**src/rtl/bcd_pkg.sv**
```systemverilog
// Shared types and constants for the button click event detector.
package bcd_pkg;

    localparam int unsigned STAMP_W = 32;
    localparam int unsigned CFG_W   = 16;
    localparam int unsigned CFG_IDX_W = 2;

    // Register indexes on the configuration port
    localparam logic [CFG_IDX_W-1:0] REG_DEBOUNCE = 2'd0;
    localparam logic [CFG_IDX_W-1:0] REG_LONG     = 2'd1;
    localparam logic [CFG_IDX_W-1:0] REG_WINDOW   = 2'd2;

    // Reset values of the thresholds
    localparam logic [CFG_W-1:0] DEBOUNCE_RST = 16'd50;
    localparam logic [CFG_W-1:0] LONG_RST     = 16'd3000;
    localparam logic [CFG_W-1:0] WINDOW_RST   = 16'd400;

    typedef enum logic [1:0] {
        PH_IDLE    = 2'd0,
        PH_PRESSED = 2'd1,
        PH_WAIT    = 2'd2,
        PH_LONG    = 2'd3
    } t_phase;

    typedef struct packed {
        logic               pressed;
        logic [STAMP_W-1:0] now_ms;
    } t_in_req;

    typedef struct packed {
        logic single_click;
        logic pair_click;
        logic hold_hit;
    } t_out_req;

    typedef struct packed {
        logic [CFG_W-1:0] debounce_ms;
        logic [CFG_W-1:0] hold_ms;
        logic [CFG_W-1:0] pair_window_ms;
    } t_cfg;

endpackage

```
**src/rtl/bcd_cfg_regs.sv**
```systemverilog
// Threshold registers written through the plain configuration port.
module bcd_cfg_regs (
    input  logic                           i_clk,
    input  logic                           i_rst_n,
    input  logic                           i_cfg_we,
    input  logic [bcd_pkg::CFG_IDX_W-1:0]  i_cfg_idx,
    input  logic [bcd_pkg::CFG_W-1:0]      i_cfg_wdata,
    output bcd_pkg::t_cfg                  o_cfg
);

    bcd_pkg::t_cfg r_cfg;

    always_ff @(posedge i_clk) begin
        if (!i_rst_n) begin
            r_cfg.debounce_ms    <= bcd_pkg::DEBOUNCE_RST;
            r_cfg.hold_ms        <= bcd_pkg::LONG_RST;
            r_cfg.pair_window_ms <= bcd_pkg::WINDOW_RST;
        end else if (i_cfg_we) begin
            case (i_cfg_idx)
                bcd_pkg::REG_DEBOUNCE: r_cfg.debounce_ms    <= i_cfg_wdata;
                bcd_pkg::REG_LONG:     r_cfg.hold_ms        <= i_cfg_wdata;
                bcd_pkg::REG_WINDOW:   r_cfg.pair_window_ms <= i_cfg_wdata;
                default: ;  // unmapped index, dropped
            endcase
        end
    end

    assign o_cfg = r_cfg;

endmodule

```
**src/rtl/bcd_core.sv**
```systemverilog
// Click state machine: phase, stamps and flags, plus the pulse decode for one poll.
module bcd_core (
    input  logic              i_clk,
    input  logic              i_rst_n,
    input  logic              i_step,
    input  bcd_pkg::t_in_req  i_req,
    input  bcd_pkg::t_cfg     i_cfg,
    output bcd_pkg::t_out_req o_rsp
);

    bcd_pkg::t_phase                r_phase, n_phase;
    logic [bcd_pkg::STAMP_W-1:0]    r_press_stamp, n_press_stamp;
    logic [bcd_pkg::STAMP_W-1:0]    r_release_stamp, n_release_stamp;
    logic                           r_second_press, n_second_press;
    logic                           r_long_fired, n_long_fired;

    logic [bcd_pkg::STAMP_W-1:0]    held;
    logic [bcd_pkg::STAMP_W-1:0]    since;
    logic                           held_debounce;
    logic                           held_long;
    logic                           in_window;

    // wrapping elapsed times
    assign held  = i_req.now_ms - r_press_stamp;
    assign since = i_req.now_ms - r_release_stamp;

    assign held_debounce = held >= {{(bcd_pkg::STAMP_W-bcd_pkg::CFG_W){1'b0}}, i_cfg.debounce_ms};
    assign held_long     = held >= {{(bcd_pkg::STAMP_W-bcd_pkg::CFG_W){1'b0}}, i_cfg.hold_ms};
    assign in_window     = since <=
        {{(bcd_pkg::STAMP_W-bcd_pkg::CFG_W){1'b0}}, i_cfg.pair_window_ms};

    always_ff @(posedge i_clk) begin
        if (!i_rst_n) begin
            r_phase        <= bcd_pkg::PH_IDLE;
            r_second_press <= 1'b0;
            r_long_fired   <= 1'b0;
        end else if (i_step) begin
            r_phase        <= n_phase;
            r_second_press <= n_second_press;
            r_long_fired   <= n_long_fired;
        end
    end

    // stamps are only read in phases that write them first
    always_ff @(posedge i_clk) begin
        if (i_step) begin
            r_press_stamp   <= n_press_stamp;
            r_release_stamp <= n_release_stamp;
        end
    end

    always_comb begin
        n_phase         = r_phase;
        n_press_stamp   = r_press_stamp;
        n_release_stamp = r_release_stamp;
        n_second_press  = r_second_press;
        n_long_fired    = r_long_fired;
        o_rsp           = '0;
        case (r_phase)
            bcd_pkg::PH_IDLE: begin
                if (i_req.pressed) begin
                    n_phase       = bcd_pkg::PH_PRESSED;
                    n_press_stamp = i_req.now_ms;
                    n_long_fired  = 1'b0;
                end
            end
            bcd_pkg::PH_PRESSED: begin
                if (!i_req.pressed) begin
                    if (held_debounce && !r_long_fired) begin
                        if (r_second_press) begin
                            o_rsp.pair_click = 1'b1;
                            n_phase          = bcd_pkg::PH_IDLE;
                            n_second_press   = 1'b0;
                        end else begin
                            n_release_stamp = i_req.now_ms;
                            n_phase         = bcd_pkg::PH_WAIT;
                        end
                    end else begin
                        n_phase        = bcd_pkg::PH_IDLE;
                        n_second_press = 1'b0;
                    end
                end else if (held_long && !r_long_fired) begin
                    n_long_fired   = 1'b1;
                    o_rsp.hold_hit = 1'b1;
                    n_phase        = bcd_pkg::PH_LONG;
                end
            end
            bcd_pkg::PH_WAIT: begin
                if (i_req.pressed && in_window) begin
                    n_second_press = 1'b1;
                    n_press_stamp  = i_req.now_ms;
                    n_phase        = bcd_pkg::PH_PRESSED;
                end else if (!in_window) begin
                    // window ran out: single click, even with the button down
                    o_rsp.single_click = 1'b1;
                    n_phase            = bcd_pkg::PH_IDLE;
                    n_second_press     = 1'b0;
                end
            end
            bcd_pkg::PH_LONG: begin
                if (!i_req.pressed) begin
                    n_phase        = bcd_pkg::PH_IDLE;
                    n_second_press = 1'b0;
                end
            end
            default: begin
                n_phase        = bcd_pkg::PH_IDLE;
                n_second_press = 1'b0;
            end
        endcase
    end

endmodule

```
**src/rtl/button_click_event_detector_unit.sv**
```systemverilog
// Top level of the button click event detector: input register, click logic, result register.
//
//  channel  | valid       | stall        | payload
//  ---------+-------------+--------------+------------------------------------------
//  in       | i_in_valid  | o_in_stall   | i_in_req  (pressed, now_ms)
//  out      | o_out_valid | i_out_stall  | o_out_req (single_click, pair_click, hold_hit)
//  cfg      | i_cfg_we    | none         | i_cfg_idx, i_cfg_wdata
//
// One poll per cycle sustained while the output is not stalled. A request is captured
// in the input register, runs through the phase logic and lands in the result register,
// loaded as it leaves the input. The phase state is updated when a request moves on.
// Reset (i_rst_n low, synchronous) empties both registers, returns to idle and loads
// the default thresholds (50, 3000, 400 ms). While reset is low the input is stalled.
// Out of reset the input stalls only when both registers are full and the output is stalled.
module button_click_event_detector_unit (
    input  logic                          i_clk,
    input  logic                          i_rst_n,
    // poll input
    input  logic                          i_in_valid,
    output logic                          o_in_stall,
    input  bcd_pkg::t_in_req              i_in_req,
    // result output
    output logic                          o_out_valid,
    input  logic                          i_out_stall,
    output bcd_pkg::t_out_req             o_out_req,
    // threshold writes
    input  logic                          i_cfg_we,
    input  logic [bcd_pkg::CFG_IDX_W-1:0] i_cfg_idx,
    input  logic [bcd_pkg::CFG_W-1:0]     i_cfg_wdata
);

    logic              r_in_valid;
    bcd_pkg::t_in_req  r_in_req;
    logic              r_out_valid;
    bcd_pkg::t_out_req r_out_req;

    logic              out_free;   // result register can take a new result
    logic              step;       // request in the input register is processed
    logic              in_take;
    bcd_pkg::t_cfg     cfg;
    bcd_pkg::t_out_req rsp;

    assign out_free   = !r_out_valid || !i_out_stall;
    assign step       = r_in_valid && out_free;
    assign o_in_stall = !i_rst_n || (r_in_valid && !out_free);
    assign in_take    = i_in_valid && !o_in_stall;

    bcd_cfg_regs u_cfg (
        .i_clk       (i_clk),
        .i_rst_n     (i_rst_n),
        .i_cfg_we    (i_cfg_we),
        .i_cfg_idx   (i_cfg_idx),
        .i_cfg_wdata (i_cfg_wdata),
        .o_cfg       (cfg)
    );

    bcd_core u_core (
        .i_clk   (i_clk),
        .i_rst_n (i_rst_n),
        .i_step  (step),
        .i_req   (r_in_req),
        .i_cfg   (cfg),
        .o_rsp   (rsp)
    );

    // input register: refills in the same cycle it drains
    always_ff @(posedge i_clk) begin
        if (!i_rst_n) begin
            r_in_valid <= 1'b0;
        end else if (in_take) begin
            r_in_valid <= 1'b1;
        end else if (step) begin
            r_in_valid <= 1'b0;
        end
    end

    always_ff @(posedge i_clk) begin
        if (in_take) begin
            r_in_req <= i_in_req;
        end
    end

    // result register
    always_ff @(posedge i_clk) begin
        if (!i_rst_n) begin
            r_out_valid <= 1'b0;
        end else if (out_free) begin
            r_out_valid <= step;
        end
    end

    always_ff @(posedge i_clk) begin
        if (step) begin
            r_out_req <= rsp;
        end
    end

    assign o_out_valid = r_out_valid;
    assign o_out_req   = r_out_req;

endmodule

```
**config.mk**
```make
export PLATFORM = sky130hd
export DESIGN_NAME = button_click_event_detector_unit
export DESIGN_NICKNAME = d
export VERILOG_FILES = /design/src/rtl/bcd_pkg.sv /design/src/rtl/bcd_cfg_regs.sv /design/src/rtl/bcd_core.sv /design/src/rtl/button_click_event_detector_unit.sv
export SDC_FILE = /design/constraint.sdc
export NUM_CORES = 1
export LEC_CHECK = 0
export BUFFER_PORTS_ARGS = -buffer_cell sky130_fd_sc_hd__buf_2
export CAP_MARGIN = 20
export CORE_MARGIN = 2
export CORE_UTILIZATION = 40
export CTS_CLUSTER_DIAMETER = 50
export CTS_CLUSTER_SIZE = 14
export DETAILED_ROUTE_END_ITERATION = 10
export HOLD_SLACK_MARGIN = 0.02
export MAX_ROUTING_LAYER = met4
export PLACE_DENSITY_LB_ADDON = 0.2
export RECOVER_POWER = 25
export SETUP_SLACK_MARGIN = 0.02
export SLEW_MARGIN = 0
export SYNTH_ARGS = -nofsm -noshare
export SYNTH_HDL_FRONTEND = slang
export SYNTH_SLANG_ARGS = --single-unit
```
**constraint.sdc**
```tcl
create_clock -name i_clk -period 6.73 [get_ports i_clk]
set_clock_uncertainty 0.05 [all_clocks]
set_input_delay 1.346 -clock i_clk [delete_from_list [all_inputs] [get_ports i_clk]]
set_output_delay 1.346 -clock i_clk [all_outputs]
set_load 0.02 [all_outputs]
```
==> impl_metrics.yaml <==
outcome:
  status: "finished clean"
yosys:
  yosysSeqAreaShare: 0.387
  synth_area_mm2: 0.0106
  avgSynthCellArea_um2: 9.01
  synth_flop_cell: "edfxtp_1"
  synth.distinct_cells: 73
  synth-edff-count: 100
  synthArstFlopShare: 0
  ys_ff_latch: 154
  yosysWarnings: 0
  postSynthCellCount: 1171
  synthesis.nets: 1339
power_and_ir_drop:
  power_density_mw_per_mm2: 209
  leakage_nw: 4.79
  fin_total_pwr_w: 0.00245
  vdd_ir_drop_max_mv: 0.142
final_layout:
  fin_cells: 1558
  drive_above_1_share: 0.0973
  final_cell_mix: "nand2_1 (147), inv_1 (128), ha_1 (110), edfxtp_1 (100), a21oi_1 (83)"
  area_delta_synth_final_pct: 11.4
  final_common_cell: "nand2_1"
  fillers: 2567
  antennaDiodeCount: 0
  nets: 1378
timing:
  setup_ws_ns: 1.14
  max_freq_mhz: 179
  tightest_slew_ns: 0.892
  period_minus_slack_ns: 5.59
  whs_ns: 0.415
  setup_tns_ns: 0
  period_share: 0.830
  drv_slew: 0
  setup_viol: 0
  finalHoldViolCount: 0
  rsz0062_at_grt: "no"
  slew_headroom: 0.405
floorplanning:
  io_pins: 61
  die_w_um: 166
  start_util: 0.406
  core_mm2: 0.0260
  die_h_um: 166
  die_area_mm2: 0.0277
  rows: 59
detailed_routing:
  via_per_inst: 5.49
  ant_nets: 0
  drt_iter0_drc: 500
  vias: 8546
  routedWlPerCell_um: 17.2
  routed_wl_mm: 26.8
  drc: 0
  drtPass1Iterations: 5
grt:
  use_met3: 0.0295
  grt-ovfl-total: 0
  use_met2: 0.297
  grt_pass1_wl_mm: 43.4
  track_usage: 0.202
  antenna_found_initial: 0
  grt_max_degree: 58
  grt_pass1_vias: 8235
  busiest_layer: "met2"
  use_met1: 0.290
clock_tree:
  hold_buffers: 0
  cts.path.max_buffers: 2
  cts_sinks: 154
  clock_latency_ns: 0.44
  root_buffer: "clkbuf_16"
  postCtsResizedCells: 0
  cts_tree: "built"
  clk_pin_slew_ns: 0.07
  cts_setup_buffers: 0
  cts_buffers: 17
  htreeDepth: 4
critical_path:
  cp-start-kind: "register"
  arrival_ns: 5.61
  critical_path_class: "reg2reg"
  endpoint_kind: "register"
  reg2reg_to: "u_core.r_press_stamp[10]$_DFFE_PP_"
  r2r_slack_ns: 1.14
  path_max_fanout: 32
  critical_path_required_ns: 6.75
  r2r-start: "r_in_req[4]$_DFFE_PP_"
  r2r_cells: 17
hold_path:
  worstHoldStart: "u_cfg.o_cfg[5]$_SDFFE_PN0P_"
  hold_path_class: "reg2reg"
  hold_end: "u_cfg.o_cfg[5]$_SDFFE_PN0P_"
  holdPathStages: 2
job:
  cap_violations: 0
place:
  dp_hpwl_mm: 20.5
  placed_cells: 1526
  port_buffers: 60
  preCtsSetupSlack_ns: 1.22
  place.gp.congestion: 0.905
stage by stage:
stage / area, um2 / util
final: 11800 / 0.452
after global placement: 11200 / 0.429
after global routing: 11800 / 0.452
after CTS: 11800 / 0.452
after floorplan: 10600 / -
after detailed placement: 11200 / 0.429
critical path, cell delays in order, from the launching register on:
cell and delay (ns):
edfxtp_1 0.43, ha_1 0.42, and2_4 0.20, o211ai_1 0.19, a211oi_1 0.47, nor3_1 0.14
o21ai_0 0.24, xor2_1 0.20, ha_1 0.28, a21oi_1 0.15, o21ai_0 0.13, a211oi_1 0.23
a21oi_1 0.13, a211o_1 0.28, or4_4 0.54, o41ai_2 0.46, and3_1 0.25, buf_4 0.41
power breakdown:
group,internal (W),switching (W)
clock network,0.000536,0.000456
registers,0.00104,0.0000212
logic,0.000161,0.000241
cells in the mapped netlist, types with 6 or more instances:
master | number | area [um2]
o211ai_1 | 24 | 180
nor4_1 | 9 | 56.3
a21boi_0 | 39 | 293
a21oi_1 | 83 | 415
a31oi_1 | 11 | 68.8
a211oi_1 | 11 | 82.6
nor3_1 | 17 | 85.1
a211o_1 | 6 | 52.6
inv_1 | 128 | 480
and4_1 | 6 | 52.6
edfxtp_1 | 100 | 3000
nor2b_1 | 9 | 56.3
o21a_1 | 17 | 128
nor2_1 | 58 | 218
a21o_1 | 27 | 203
o21ai_0 | 47 | 235
clkbuf_1 | 43 | 161
dfxtp_1 | 54 | 1080
nand3_1 | 25 | 125
o31ai_1 | 6 | 45.0
ha_1 | 110 | 1380
nand4_1 | 26 | 163
nand2b_1 | 14 | 87.6
nand2_1 | 147 | 552
xnor2_1 | 28 | 245
o2111ai_1 | 7 | 61.3
xor2_1 | 15 | 131
and3_1 | 6 | 37.5
final cells by class:
cell class	instances	area, um2	area share
Tap cell	335	419	0.0357
Multi-Input combinational cell	844	5830	0.496
Inverter	128	480	0.0409
Clock buffer	20	479	0.0408
Timing Repair Buffer	65	338	0.0287
Sequential cell	154	4080	0.348
Clock inverter	12	116	0.00990
state kept, by name, indices dropped and copies added, names as in the netlist:
register                flops
o_out_req                   3
o_out_valid                 1
r_in_req                   33
r_in_valid                  1
u_cfg.o_cfg                48
u_core.r_long_fired         1
u_core.r_phase              2
u_core.r_press_stamp       32
u_core.r_release_stamp     32
u_core.r_second_press       1
logic make-up after synthesis:
kind of cell | after synthesis | synth area share
compound gates | 333 | 0.216
xor+xnor | 43 | 0.0357
fa+ha+maj | 112 | 0.134
buf+inv | 173 | 0.0618
flops | 154 | 0.387
mux | 7 | 0.00700
simple gates | 349 | 0.159
routing by layer:
layer / up-vias / routed length [um]
met4: 0 / 469
met1: 4015 / 13700
met3: 37 / 994
li1: 4313 / -
met2: 181 / 11700
met5: - / 0
how the worst max path moves through the flow:
stage,startpoint,endpoint
final,r_in_req[4]$_DFFE_PP_,u_core.r_press_stamp[10]$_DFFE_PP_
after floorplan,r_in_req[0]$_DFFE_PP_,u_core.r_release_stamp[0]$_DFFE_PP_
after detailed placement,r_in_req[4]$_DFFE_PP_,u_core.r_press_stamp[5]$_DFFE_PP_
after global placement,r_in_req[4]$_DFFE_PP_,u_core.r_press_stamp[10]$_DFFE_PP_
after global routing,r_in_req[4]$_DFFE_PP_,u_core.r_press_stamp[10]$_DFFE_PP_
after CTS,r_in_req[4]$_DFFE_PP_,u_core.r_press_stamp[10]$_DFFE_PP_
Power figures use the tool's default switching activity.
